File: src/rtl/core/sdspi_pkg.sv
// sdspi_pkg: types and constants for the sd card spi host sequencer
// depends on nothing
package sdspi_pkg;

   typedef enum logic [4:0] {
      PH_IDLE, PH_WAKE, PH_BUSY, PH_SEND, PH_FILL, PH_POLL, PH_OCR8, PH_OCR58,
      PH_RD_TOKEN, PH_RD_DATA, PH_RD_CRC, PH_WR_TOKEN, PH_WR_WAIT, PH_WR_DATA,
      PH_WR_CRC, PH_WR_RESP, PH_WR_BUSY, PH_R2, PH_STOP_OK, PH_STOP_FAIL
   } phase_type;

   localparam logic [2:0] OP_INIT  = 3'd0;
   localparam logic [2:0] OP_READ  = 3'd1;
   localparam logic [2:0] OP_WRITE = 3'd2;
   localparam logic [2:0] OP_XCHG  = 3'd3;
   localparam logic [2:0] OP_TICK  = 3'd4;
   localparam logic [2:0] OP_WDATA = 3'd5;

   localparam logic [1:0] REG_WR_BUSY = 2'd0;
   localparam logic [1:0] REG_RD_TOK  = 2'd1;
   localparam logic [1:0] REG_INIT    = 2'd2;
   localparam logic [1:0] REG_RETRY   = 2'd3;

   localparam logic [5:0] CMD0  = 6'd0;
   localparam logic [5:0] CMD8  = 6'd8;
   localparam logic [5:0] CMD13 = 6'd13;
   localparam logic [5:0] CMD17 = 6'd17;
   localparam logic [5:0] CMD24 = 6'd24;
   localparam logic [5:0] CMD41 = 6'd41;
   localparam logic [5:0] CMD55 = 6'd55;
   localparam logic [5:0] CMD58 = 6'd58;

   localparam logic [1:0] CARD_UNKNOWN = 2'd0;
   localparam logic [1:0] CARD_SD1     = 2'd1;
   localparam logic [1:0] CARD_SD2     = 2'd2;
   localparam logic [1:0] CARD_SDHC    = 2'd3;

   localparam int unsigned BLOCK_BYTES = 512;

   typedef struct packed {
      logic [2:0]  operation;
      logic [31:0] block_number;
      logic [7:0]  miso_byte;
      logic [7:0]  write_byte;
   } req_type;

   typedef struct packed {
      logic        transfer_valid;
      logic [7:0]  mosi_byte;
      logic        chip_select_high;
      logic        slow_clock;
      logic        read_valid;
      logic [7:0]  read_byte;
      logic        data_request;
      logic        done_res;
      logic        success;
      logic [1:0]  card_kind;
   } rsp_type;

endpackage

File: src/rtl/core/sd_card_spi_host_sequencer_unit.sv
// sd_card_spi_host_sequencer_unit: sd card host sequencer in spi mode, top level
// depends on sdspi_pkg
//
// a request transfer that yields a result passes the input register, then the result
// register; one item per cycle is taken, limited only by rsp_ready
// reset: synchronous active high; phase idle, card unknown, registers at defaults
module sd_card_spi_host_sequencer_unit #(
   parameter int unsigned WAKE_DUMMY_BYTES    = 10,
   parameter int unsigned RESPONSE_POLL_LIMIT = 10
) (
   input  logic               clock,
   input  logic               reset,
   input  logic               req_valid,
   output logic               req_ready,
   input  sdspi_pkg::req_type req_data,
   output logic               rsp_valid,
   input  logic               rsp_ready,
   output sdspi_pkg::rsp_type rsp_data,
   input  logic               csr_valid,
   output logic               csr_ready,
   input  logic [1:0]         csr_index,
   input  logic [15:0]        csr_wdata
);

   // configuration registers
   logic [15:0] wr_busy_to_ff, rd_tok_to_ff, init_to_ff;
   logic [7:0]  retry_lim_ff;

   assign csr_ready = 1'b1;

   always_ff @(posedge clock) begin
      if (reset) begin
         wr_busy_to_ff <= 16'd600;
         rd_tok_to_ff  <= 16'd300;
         init_to_ff    <= 16'd2000;
         retry_lim_ff  <= 8'd10;
      end else if (csr_valid) begin
         case (csr_index)
            sdspi_pkg::REG_WR_BUSY: wr_busy_to_ff <= csr_wdata;
            sdspi_pkg::REG_RD_TOK:  rd_tok_to_ff  <= csr_wdata;
            sdspi_pkg::REG_INIT:    init_to_ff    <= csr_wdata;
            sdspi_pkg::REG_RETRY:   retry_lim_ff  <= csr_wdata[7:0];
            default: ;
         endcase
      end
   end

   // input register stage
   logic               in_valid_ff;
   sdspi_pkg::req_type in_ff;
   logic               out_valid_ff;
   sdspi_pkg::rsp_type out_ff;
   logic               has_res;
   sdspi_pkg::rsp_type res;

   // stage advances when result register is empty or being drained
   logic adv;
   assign adv       = !out_valid_ff || rsp_ready;
   assign req_ready = !in_valid_ff || adv;

   always_ff @(posedge clock) begin
      if (reset) in_valid_ff <= 1'b0;
      else if (req_ready) in_valid_ff <= req_valid;
   end
   always_ff @(posedge clock) begin
      if (req_ready && req_valid) in_ff <= req_data;
   end

   // sequencer state
   sdspi_pkg::phase_type phase_ff, phase_in;
   logic [47:0] frame_ff, frame_in;
   logic [9:0]  bcnt_ff, bcnt_in;
   logic [3:0]  poll_ff, poll_in;
   logic [7:0]  retry_ff, retry_in;
   logic [15:0] ms_ff, ms_in;
   logic [1:0]  ctype_ff, ctype_in;

   logic [5:0] cur_cmd;
   assign cur_cmd = frame_ff[45:40];

   // frame byte selection by byte index 0..5
   function automatic logic [7:0] fbyte(input logic [47:0] f, input logic [9:0] i);
      logic [7:0] r;
      case (i[2:0])
         3'd0: r = f[47:40];
         3'd1: r = f[39:32];
         3'd2: r = f[31:24];
         3'd3: r = f[23:16];
         3'd4: r = f[15:8];
         default: r = f[7:0];
      endcase
      return r;
   endfunction

   function automatic logic [47:0] mkframe(input logic [5:0] c, input logic [31:0] a);
      return {2'b01, c, a, (c == sdspi_pkg::CMD0) ? 8'h95 : 8'h87};
   endfunction

   function automatic logic is_init(input logic [5:0] c);
      return c == sdspi_pkg::CMD0 || c == sdspi_pkg::CMD8 || c == sdspi_pkg::CMD55 ||
             c == sdspi_pkg::CMD41 || c == sdspi_pkg::CMD58;
   endfunction

   logic [7:0]  b;
   logic [31:0] addr;
   // exchange request built up by the branches
   logic        x_v, x_cs;
   logic [7:0]  x_mosi;
   logic        do_start;
   logic [5:0]  st_cmd;
   logic [31:0] st_arg;
   logic        do_stop, stop_ok;
   logic        r_v, d_req, dn, dn_ok;
   logic        resp_hit;

   always_comb begin
      phase_in = phase_ff;
      frame_in = frame_ff;
      bcnt_in  = bcnt_ff;
      poll_in  = poll_ff;
      retry_in = retry_ff;
      ms_in    = ms_ff;
      ctype_in = ctype_ff;
      x_v = 1'b0; x_cs = 1'b0; x_mosi = 8'hFF;
      do_start = 1'b0; st_cmd = sdspi_pkg::CMD0; st_arg = '0;
      do_stop = 1'b0; stop_ok = 1'b0;
      r_v = 1'b0; d_req = 1'b0; dn = 1'b0; dn_ok = 1'b0;
      b = in_ff.miso_byte;
      addr = (ctype_ff != sdspi_pkg::CARD_SDHC) ? {in_ff.block_number[22:0], 9'd0}
                                                : in_ff.block_number;
      resp_hit = !b[7] || (poll_ff >= 4'(RESPONSE_POLL_LIMIT));
      if (in_valid_ff && adv) begin
         case (in_ff.operation)
            sdspi_pkg::OP_INIT: if (phase_ff == sdspi_pkg::PH_IDLE) begin
               ms_in = '0; retry_in = '0;
               frame_in = mkframe(sdspi_pkg::CMD0, '0);
               phase_in = sdspi_pkg::PH_WAKE; bcnt_in = '0;
               x_v = 1'b1; x_cs = 1'b1;
            end
            sdspi_pkg::OP_READ, sdspi_pkg::OP_WRITE: if (phase_ff == sdspi_pkg::PH_IDLE) begin
               do_start = 1'b1;
               st_cmd = (in_ff.operation == sdspi_pkg::OP_READ) ? sdspi_pkg::CMD17
                                                                : sdspi_pkg::CMD24;
               st_arg = addr;
            end
            sdspi_pkg::OP_TICK: if (ms_ff != 16'hFFFF) ms_in = ms_ff + 16'd1;
            sdspi_pkg::OP_WDATA: if (phase_ff == sdspi_pkg::PH_WR_WAIT) begin
               phase_in = sdspi_pkg::PH_WR_DATA;
               x_v = 1'b1; x_mosi = in_ff.write_byte;
            end
            sdspi_pkg::OP_XCHG: begin
               case (phase_ff)
                  sdspi_pkg::PH_WAKE: begin
                     bcnt_in = bcnt_ff + 10'd1;
                     if (bcnt_in < 10'(WAKE_DUMMY_BYTES)) begin
                        x_v = 1'b1; x_cs = 1'b1;
                     end else begin
                        phase_in = sdspi_pkg::PH_SEND; bcnt_in = '0;
                        x_v = 1'b1; x_mosi = fbyte(frame_ff, 10'd0);
                     end
                  end
                  sdspi_pkg::PH_BUSY: begin
                     x_v = 1'b1;
                     if (b == 8'hFF) begin
                        phase_in = sdspi_pkg::PH_SEND; bcnt_in = '0;
                        x_mosi = fbyte(frame_ff, 10'd0);
                     end
                  end
                  sdspi_pkg::PH_SEND: begin
                     bcnt_in = bcnt_ff + 10'd1; x_v = 1'b1;
                     if (bcnt_in < 10'd6) x_mosi = fbyte(frame_ff, bcnt_in);
                     else phase_in = sdspi_pkg::PH_FILL;
                  end
                  sdspi_pkg::PH_FILL: begin
                     phase_in = sdspi_pkg::PH_POLL; poll_in = '0; x_v = 1'b1;
                  end
                  sdspi_pkg::PH_POLL: begin
                     if (!resp_hit) begin
                        poll_in = poll_ff + 4'd1; x_v = 1'b1;
                     end else begin
                        case (cur_cmd)
                           sdspi_pkg::CMD0:
                              if (b == 8'h01) begin
                                 do_start = 1'b1; st_cmd = sdspi_pkg::CMD8;
                                 st_arg = 32'h1AA;
                              end else if (retry_ff >= retry_lim_ff) do_stop = 1'b1;
                              else begin
                                 retry_in = retry_ff + 8'd1; do_start = 1'b1;
                              end
                           sdspi_pkg::CMD8:
                              if (b == 8'h05) begin
                                 ctype_in = sdspi_pkg::CARD_SD1;
                                 do_start = 1'b1; st_cmd = sdspi_pkg::CMD55;
                              end else begin
                                 phase_in = sdspi_pkg::PH_OCR8; bcnt_in = '0;
                                 x_v = 1'b1;
                              end
                           sdspi_pkg::CMD55: begin
                              do_start = 1'b1; st_cmd = sdspi_pkg::CMD41;
                              st_arg = (ctype_ff == sdspi_pkg::CARD_SD2) ? 32'h40000000 : '0;
                           end
                           sdspi_pkg::CMD41:
                              if (b == 8'h00) begin
                                 if (ctype_ff == sdspi_pkg::CARD_SD2) begin
                                    do_start = 1'b1; st_cmd = sdspi_pkg::CMD58;
                                 end else begin
                                    do_stop = 1'b1; stop_ok = 1'b1;
                                 end
                              end else if (ms_ff > init_to_ff) do_stop = 1'b1;
                              else begin
                                 do_start = 1'b1; st_cmd = sdspi_pkg::CMD55;
                              end
                           sdspi_pkg::CMD58:
                              if (b != 8'h00) do_stop = 1'b1;
                              else begin
                                 phase_in = sdspi_pkg::PH_OCR58; bcnt_in = '0;
                                 x_v = 1'b1;
                              end
                           sdspi_pkg::CMD17:
                              if (b != 8'h00) do_stop = 1'b1;
                              else begin
                                 ms_in = '0; phase_in = sdspi_pkg::PH_RD_TOKEN;
                                 x_v = 1'b1;
                              end
                           sdspi_pkg::CMD24:
                              if (b != 8'h00) do_stop = 1'b1;
                              else begin
                                 phase_in = sdspi_pkg::PH_WR_TOKEN;
                                 x_v = 1'b1; x_mosi = 8'hFE;
                              end
                           sdspi_pkg::CMD13:
                              if (b != 8'h00) do_stop = 1'b1;
                              else begin
                                 phase_in = sdspi_pkg::PH_R2; x_v = 1'b1;
                              end
                           default: do_stop = 1'b1;
                        endcase
                     end
                  end
                  sdspi_pkg::PH_OCR8: begin
                     bcnt_in = bcnt_ff + 10'd1;
                     if (bcnt_in < 10'd4) x_v = 1'b1;
                     else if (b == 8'hAA) begin
                        ctype_in = sdspi_pkg::CARD_SD2;
                        do_start = 1'b1; st_cmd = sdspi_pkg::CMD55;
                     end else do_stop = 1'b1;
                  end
                  sdspi_pkg::PH_OCR58: begin
                     if (bcnt_ff == '0 && b[7:6] == 2'b11) ctype_in = sdspi_pkg::CARD_SDHC;
                     bcnt_in = bcnt_ff + 10'd1;
                     if (bcnt_in < 10'd4) x_v = 1'b1;
                     else begin
                        do_stop = 1'b1; stop_ok = 1'b1;
                     end
                  end
                  sdspi_pkg::PH_RD_TOKEN: begin
                     if (b == 8'hFF) begin
                        if (ms_ff > rd_tok_to_ff) do_stop = 1'b1;
                        else x_v = 1'b1;
                     end else if (b == 8'hFE) begin
                        phase_in = sdspi_pkg::PH_RD_DATA; bcnt_in = '0; x_v = 1'b1;
                     end else do_stop = 1'b1;
                  end
                  sdspi_pkg::PH_RD_DATA: begin
                     r_v = 1'b1; x_v = 1'b1;
                     bcnt_in = bcnt_ff + 10'd1;
                     if (bcnt_ff == 10'(sdspi_pkg::BLOCK_BYTES - 1)) begin
                        phase_in = sdspi_pkg::PH_RD_CRC; bcnt_in = '0;
                     end
                  end
                  sdspi_pkg::PH_RD_CRC: begin
                     bcnt_in = bcnt_ff + 10'd1;
                     if (bcnt_in < 10'd2) x_v = 1'b1;
                     else begin
                        do_stop = 1'b1; stop_ok = 1'b1;
                     end
                  end
                  sdspi_pkg::PH_WR_TOKEN: begin
                     phase_in = sdspi_pkg::PH_WR_WAIT; bcnt_in = '0; d_req = 1'b1;
                  end
                  sdspi_pkg::PH_WR_DATA: begin
                     if (bcnt_ff != 10'(sdspi_pkg::BLOCK_BYTES - 1)) begin
                        bcnt_in = bcnt_ff + 10'd1;
                        phase_in = sdspi_pkg::PH_WR_WAIT; d_req = 1'b1;
                     end else begin
                        phase_in = sdspi_pkg::PH_WR_CRC; bcnt_in = '0; x_v = 1'b1;
                     end
                  end
                  sdspi_pkg::PH_WR_CRC: begin
                     bcnt_in = bcnt_ff + 10'd1; x_v = 1'b1;
                     if (bcnt_in >= 10'd2) phase_in = sdspi_pkg::PH_WR_RESP;
                  end
                  sdspi_pkg::PH_WR_RESP: begin
                     if (b[4:0] != 5'h05) do_stop = 1'b1;
                     else begin
                        phase_in = sdspi_pkg::PH_WR_BUSY; ms_in = '0; x_v = 1'b1;
                     end
                  end
                  sdspi_pkg::PH_WR_BUSY: begin
                     if (b == 8'hFF) begin
                        do_start = 1'b1; st_cmd = sdspi_pkg::CMD13;
                     end else if (ms_ff > wr_busy_to_ff) do_stop = 1'b1;
                     else x_v = 1'b1;
                  end
                  sdspi_pkg::PH_R2: begin
                     do_stop = 1'b1; stop_ok = (b == 8'h00);
                  end
                  sdspi_pkg::PH_STOP_OK, sdspi_pkg::PH_STOP_FAIL: begin
                     dn = 1'b1; dn_ok = (phase_ff == sdspi_pkg::PH_STOP_OK);
                     phase_in = sdspi_pkg::PH_IDLE;
                  end
                  default: ;
               endcase
            end
            default: ;
         endcase
         // command start: cmd0 goes straight to sending, others wait for not-busy
         if (do_start) begin
            frame_in = mkframe(st_cmd, st_arg);
            x_v = 1'b1; x_cs = 1'b0;
            if (st_cmd == sdspi_pkg::CMD0) begin
               phase_in = sdspi_pkg::PH_SEND; bcnt_in = '0;
               x_mosi = frame_in[47:40];
            end else begin
               phase_in = sdspi_pkg::PH_BUSY; x_mosi = 8'hFF;
            end
         end
         if (do_stop) begin
            phase_in = stop_ok ? sdspi_pkg::PH_STOP_OK : sdspi_pkg::PH_STOP_FAIL;
            x_v = 1'b1; x_cs = 1'b1; x_mosi = 8'hFF;
         end
      end
      // slow clock follows the command held after this step
      res.transfer_valid   = x_v;
      res.mosi_byte        = x_v ? x_mosi : 8'hFF;
      res.chip_select_high = x_v ? x_cs : 1'b1;
      res.slow_clock       = x_v && is_init(frame_in[45:40]);
      res.read_valid       = r_v;
      res.read_byte        = r_v ? b : 8'h00;
      res.data_request     = d_req;
      res.done_res         = dn;
      res.success          = dn && dn_ok;
      res.card_kind        = ctype_in;
      has_res = x_v || r_v || d_req || dn;
   end

   always_ff @(posedge clock) begin
      if (reset) begin
         phase_ff <= sdspi_pkg::PH_IDLE;
         frame_ff <= '0;
         bcnt_ff  <= '0;
         poll_ff  <= '0;
         retry_ff <= '0;
         ms_ff    <= '0;
         ctype_ff <= sdspi_pkg::CARD_UNKNOWN;
      end else begin
         phase_ff <= phase_in;
         frame_ff <= frame_in;
         bcnt_ff  <= bcnt_in;
         poll_ff  <= poll_in;
         retry_ff <= retry_in;
         ms_ff    <= ms_in;
         ctype_ff <= ctype_in;
      end
   end

   // result register
   always_ff @(posedge clock) begin
      if (reset) out_valid_ff <= 1'b0;
      else if (adv) out_valid_ff <= in_valid_ff && has_res;
   end
   always_ff @(posedge clock) begin
      if (adv && in_valid_ff && has_res) out_ff <= res;
   end

   assign rsp_valid = out_valid_ff;
   assign rsp_data  = out_ff;

endmodule

File: config.mk
export PLATFORM = sky130hd
export DESIGN_NAME = sd_card_spi_host_sequencer_unit
export DESIGN_NICKNAME = d
export VERILOG_FILES = /design/src/rtl/core/sdspi_pkg.sv /design/src/rtl/core/sd_card_spi_host_sequencer_unit.sv
export SDC_FILE = /design/constraint.sdc
export NUM_CORES = 1
export LEC_CHECK = 0
export BUFFER_PORTS_ARGS = -buffer_cell sky130_fd_sc_hd__buf_2
export CAP_MARGIN = 20
export CORE_UTILIZATION = 50
export DETAILED_ROUTE_END_ITERATION = 16
export PLACE_DENSITY = 0.69
export SYNTH_ARGS = -nofsm -noshare
export SYNTH_HDL_FRONTEND = slang
export SYNTH_SLANG_ARGS = --single-unit
File: constraint.sdc
create_clock -name clock -period 8.6 [get_ports clock]
set_clock_uncertainty 0.15 [all_clocks]
set_input_delay 0.86 -clock clock [delete_from_list [all_inputs] [get_ports clock]]
set_output_delay 0.86 -clock clock [all_outputs]
set_load 0.02 [all_outputs]
Word level (Yosys, flattened, before mapping)
Index checks and enable logic that the tools add are counted.
{ "totals": {"reg_bits": 227, "out_inout_bits": 28} }
{ "op_classes": {"addsub": 4, "magnitude_cmp": 10, "n_eq_ne": 85, "mux": 185, "bitwise": 2, "reduce_logical": 53} }
{ "ops": {"columns": ["operator", "count"], "rows": [
  ["$mux W48", 3],
  ["$mux W10", 12],
  ["$mux W5", 20],
  ["$mux W16", 6],
  ["$mux W8", 12],
  ["$mux W31", 3],
  ["$pmux W10 S8", 1],
  ["$mux W1", 74],
  ["$mux W32", 2],
  ["$pmux W32 S2", 1],
  ["$pmux W31 S2", 1],
  ["$pmux W5 S12", 1],
  ["$gt A16 B16 Y1", 3],
  ["$mux W6", 8],
  ["$pmux W16 S3", 1],
  ["$mux W46", 1],
  ["$ne A5 B5 Y1 const B", 9],
  ["$eq A5 B4 Y1 const B", 8],
  ["$pmux W10 S2", 2],
  ["$pmux W8 S5", 1],
  ["$eq A6 B6 Y1 const B", 6],
  ["$pmux W16 S2", 1],
  ["$pmux W8 S2", 2],
  ["$pmux W8 S4", 1],
  ["other kinds (76)", 160]
]} }

Logic depth before layout (Yosys ltp)
{ "depth": {"depth_word": 18, "depth_mapped": 14} }

Worst setup path before layout
OpenSTA, ideal clock, no wires.
{ "synth_path": {"kind": "register to register", "start": "register retry_ff[0]", "end": "register out_ff (netlist bit rsp_data[0]), enable pin", "setup_ns": 0.432, "arrival_time_ns": 3.015, "t_required_ns": 8.018, "path_slack_ns": 5.003, "stages_incl_launch_ff": 12, "path_buffers": 0, "period_less_slack_ns": 3.597, "cell_sequence": "dfxtp_1 -> inv_1 -> ha_1 -> nand2b_1 -> a211o_1 -> a221o_1 -> a21o_1 -> a311oi_1 -> nand4_1 -> nor3b_2 -> o221a_2 -> nand2_1"} }
{ "synth_between": {"elab_chain_cells": 15} }
{ "synth_rtl": {"columns": ["item", "line", "text"], "rows": [
  ["from (decl)", "sd_card_spi_host_sequencer_unit.sv:74", "logic [7:0] retry_ff, retry_in;"],
  ["from (signal assigned)", "sd_card_spi_host_sequencer_unit.sv:361", "retry_ff <= retry_in;"],
  ["$ge A8 B8 Y1 (*)", "sd_card_spi_host_sequencer_unit.sv:186", "end else if (retry_ff >= retry_lim_ff) do_stop = 1'b1;"],
  ["$mux W1", "sd_card_spi_host_sequencer_unit.sv:186", null],
  ["$mux W1", "sd_card_spi_host_sequencer_unit.sv:183", "if (b == 8'h01) begin"],
  ["$pmux W1 S4", "sd_card_spi_host_sequencer_unit.sv:181", "case (cur_cmd)"],
  ["$mux W1", "sd_card_spi_host_sequencer_unit.sv:178", "if (!resp_hit) begin"],
  ["$pmux W1 S3", "sd_card_spi_host_sequencer_unit.sv:152", "case (phase_ff)"],
  ["$pmux W1 S2", "sd_card_spi_host_sequencer_unit.sv:133", "case (in_ff.operation)"],
  ["$mux W1", "sd_card_spi_host_sequencer_unit.sv:132", "if (in_valid_ff && adv) begin"],
  ["$mux W1", "sd_card_spi_host_sequencer_unit.sv:318", "if (do_start) begin"],
  ["$mux W1 (*)", "sd_card_spi_host_sequencer_unit.sv:328", "if (do_stop) begin"],
  ["$mux W1 (*)", "sd_card_spi_host_sequencer_unit.sv:132", null],
  ["$logic_or A1 B1 Y1 (*) (3 in a row)", "sd_card_spi_host_sequencer_unit.sv:344", "has_res = x_v || r_v || d_req || dn;"],
  ["$logic_and A1 B1 Y1 (*)", "sd_card_spi_host_sequencer_unit.sv:373", "if (adv && in_valid_ff && has_res) out_ff <= res;"],
  ["to (signal assigned)", "sd_card_spi_host_sequencer_unit.sv:373", null],
  ["to (decl)", "sd_card_spi_host_sequencer_unit.sv:52", "sdspi_pkg::rsp_type out_ff;"]
]} }
Mark *: on every way between the ends. The rest lies on a longest branch, timed or not. The select of a mux whose other input is x is not followed.
A chain may end at the register's enable or synchronous reset.

==> impl_metrics.csv <==
group,metric,value,unit
yosys,seq_area_frac_synth,41.5,%
finish,drive_above_1_share,12.9,%
grt,antenna_found_initial,0,
power,irDropWorstVdd,0.185,mV
drt,dr_wl_met2,15800,um
sta,period_needed,4.57,ns
yosys,yosysMostFrequentCell,"nand2_1",
sta,fin_crit_sh,53.1,%
yosys,synth.area.top_cells,"dfxtp_1 (23%), edfxtp_1 (18%), ha_1 (6.6%), a21oi_1 (5.9%), nand2_1 (5.4%)",
drt,vias,11100,
drt,post_drt_wl_per_cell,18.8,um
grt,grt_pass1_vias,10200,
drt,wl_met1,15000,um
cts,htreeDepth,1,
worst_hold_path,hp-class,"reg -> reg",
finish,fin_util,57.5,%
setup_path,startpoint_type,"register",
sta,setup_tns,0,ns
cts,cts_num_sinks,220,
drt,wl,34800,um
setup_path,cp.arrival,4.78,ns
yosys,syn-instance-count,1448,
finish,nNetsFinal,1646,
drt,drtIter0Drc,1204,
sta,slew_headroom,24.7,%
grt,grt_use_total,26.8,%
drt,drc,0,
setup_path,critPathTopFamily,"simple AND/OR/NAND/NOR gates",
setup_path,critPathMaxStageDelay,0.92,ns
finish,diodes,0,
cts,post_cts_resize_count,0,
yosys,syn_area_per_cell,8.59,um^2
grt,grt_pass1_wl,54700,um
yosys,synth_edf_count,76,
power,powerDensity,177,mW/mm^2
power,p_leak,5.46,nW
yosys,yosys.cell_types.count,98,
setup_path,endpoint_kind,"register",
sta,setup_viol_count_final,0,
yosys,synth_common_cells,"nand2_1 (180), a21oi_1 (146), dfxtp_1 (144)",
die,rows,57,
yosys,syn_nets,1588,
setup_path,crit_top_cell,"nand2_1",
place,dp_hpwl,25100,um
drt,route.top_layer_used,"met4",
cts,post_cts_buffers,0,
sta,whs,0.303,ns
die,chipHeight,160,um
setup_path,required,8.81,ns
setup_path,worstSetupPathType,"reg -> reg",
die,start_util,51.0,%
yosys,synthArstFlopShare,0,%
sta,slew_violations,0,
drt,ant_nets,0,
drt,dr.pass1.iters,7,
drt,met3_wirelength,2670,um
sta,tightestPinTransition,1.11,ns
die,core_area,0.0244,mm^2
cts,tritoncts,"yes",
yosys,synth_warnings,0,
grt,grt_overflow,0,
power,total_power,2.49,mW
place,gp_congestion,0.982,
cts,cts_root_buf,"clkbuf_16",
setup_path,cp_num_buf_inv,0,
yosys,syn-cell-area,0.0124,mm^2
finish,area_delta_synth_final,12.9,%
finish,fill_cells,2253,
cts,cts_buffers,25,
grt,grt_max_degree,87,
sta,clock.fmax,0.219,GHz
yosys,synth_top_flop_cell,"dfxtp_1",
job,maxCapViolations,0,
sta,rsz0062_at_grt,"false",
cts,clock_latency,0.54,ns
place,io_buffer_count,100,
drt,vias_per_cell,6.01,
setup_path,crit_chain,"nor2_1 -> nand2_1 -> nor4_1 -> nand2_1 -> a21oi_4 -> a32oi_1 -> a221o_1 -> a211oi_2",
cts,clock_path_buffers,3,
cts,clkTransAtPathRegs,0.07,ns
die,ios,102,
die,die_area,0.0255,mm^2
yosys,yosysTopAreaCellShare,23.2,%
yosys,ys_ff_latch,220,
yosys,synth_top_area_cell,"dfxtp_1",
finish,seqCellArea,0.00516,mm^2
setup_path,crit_path_max_fanout,27,
cts,cts_hold_buf,0,
finish,multi_input_area,0.00664,mm^2
die,fp.dieW,160,um
setup_path,cpMaxStageDelayCell,"nand2_1",
sta,hold_violations,0,
status,outcome,"finished clean",
-- worst paths after layout --
check / slack, ns / endpoint / from / cells after the start
setup / recovery: 4.03 / rsp_data[14] / phase_ff[2] / 8
hold / removal: 0.30 / rd_tok_to_ff[6] / rd_tok_to_ff[6] / 2
setup reg to reg: 4.03 / rsp_data[14] / phase_ff[2] / 8
hold reg to reg: 0.30 / rd_tok_to_ff[6] / rd_tok_to_ff[6] / 2
-- metal layers --
layer  GRT usage, %  vias up
li1               -     5346
met1           35.4     5191
met2           43.2      475
met3           4.88       93
met4           11.0        0
met5              0        -
-- metrics by stage --
stage	instances	instance area, um^2	setup slack, ns
after global routing	1849	14000	3.85
after detailed placement	1798	13100	3.90
after global placement	1797	13100	4.05
after floorplan	1448	12400	5.00
after CTS	1844	14000	3.85
final	1849	14000	4.03
-- layout make-up --
cell class	instances	area share (%)
clock buffer	33	5.10
clock inverter	13	1.31
inverter	73	1.95
multi-input combinational	1071	47.3
sequential	220	36.8
tap	324	2.89
timing repair buffer	115	4.64
-- cells by family (layout without fill, tap and decap cells) --
kind of cell               after synthesis  count (layout)  share of synthesized area (%)
AOI/OAI and AO/OA                      360             360                           19.2
xor gates and xnor gates                24              24                           1.69
adders and majority gates               66              66                           6.64
buffers and inverters                  157             234                           5.12
DFF                                    220             220                           41.5
muxes                                   29              29                           2.35
other                                    1               1                         0.0302
and+or+nand+nor                        591             591                           23.5
-- cells in the final DEF, fill, tap and decap left out, types with 14 or more instances in the layout --
master       n
nand2_1    180
a21oi_1    146
dfxtp_1    144
nor2_1     140
buf_2      101
edfxtp_1    76
inv_1       71
nor3_1      68
ha_1        66
o21ai_0     54
nand3_1     43
mux2i_1     27
nand4_1     25
clkbuf_16   25
a211oi_1    18
and2_1      16
nand3b_1    16
nand2b_1    14
a211o_1     14
-- tightest hold or removal path, delay by kind of cell, from the launching register on --
kind,cells,cell delay [ns]
AOI/OAI and AO/OA,1,0.05
DFF,1,0.31
and+or+nand+nor,1,0.05
-- state kept, by name, summed over array words and instances (netlist names), 10 cells and up --
name and flops:
bcnt_ff 10, frame_ff 41, in_ff 43, init_to_ff 16, ms_ff 16, rd_tok_to_ff 16
rsp_data 25, wr_busy_to_ff 16
-- power breakdown --
group	internal [mW]	total, mW	switching [mW]
sequential	1.11	1.13	0.0246
clock	0.708	1.15	0.441
combinational	0.0671	0.203	0.136
total	1.89	2.49	0.602
(Power assumes the default switching activity.)
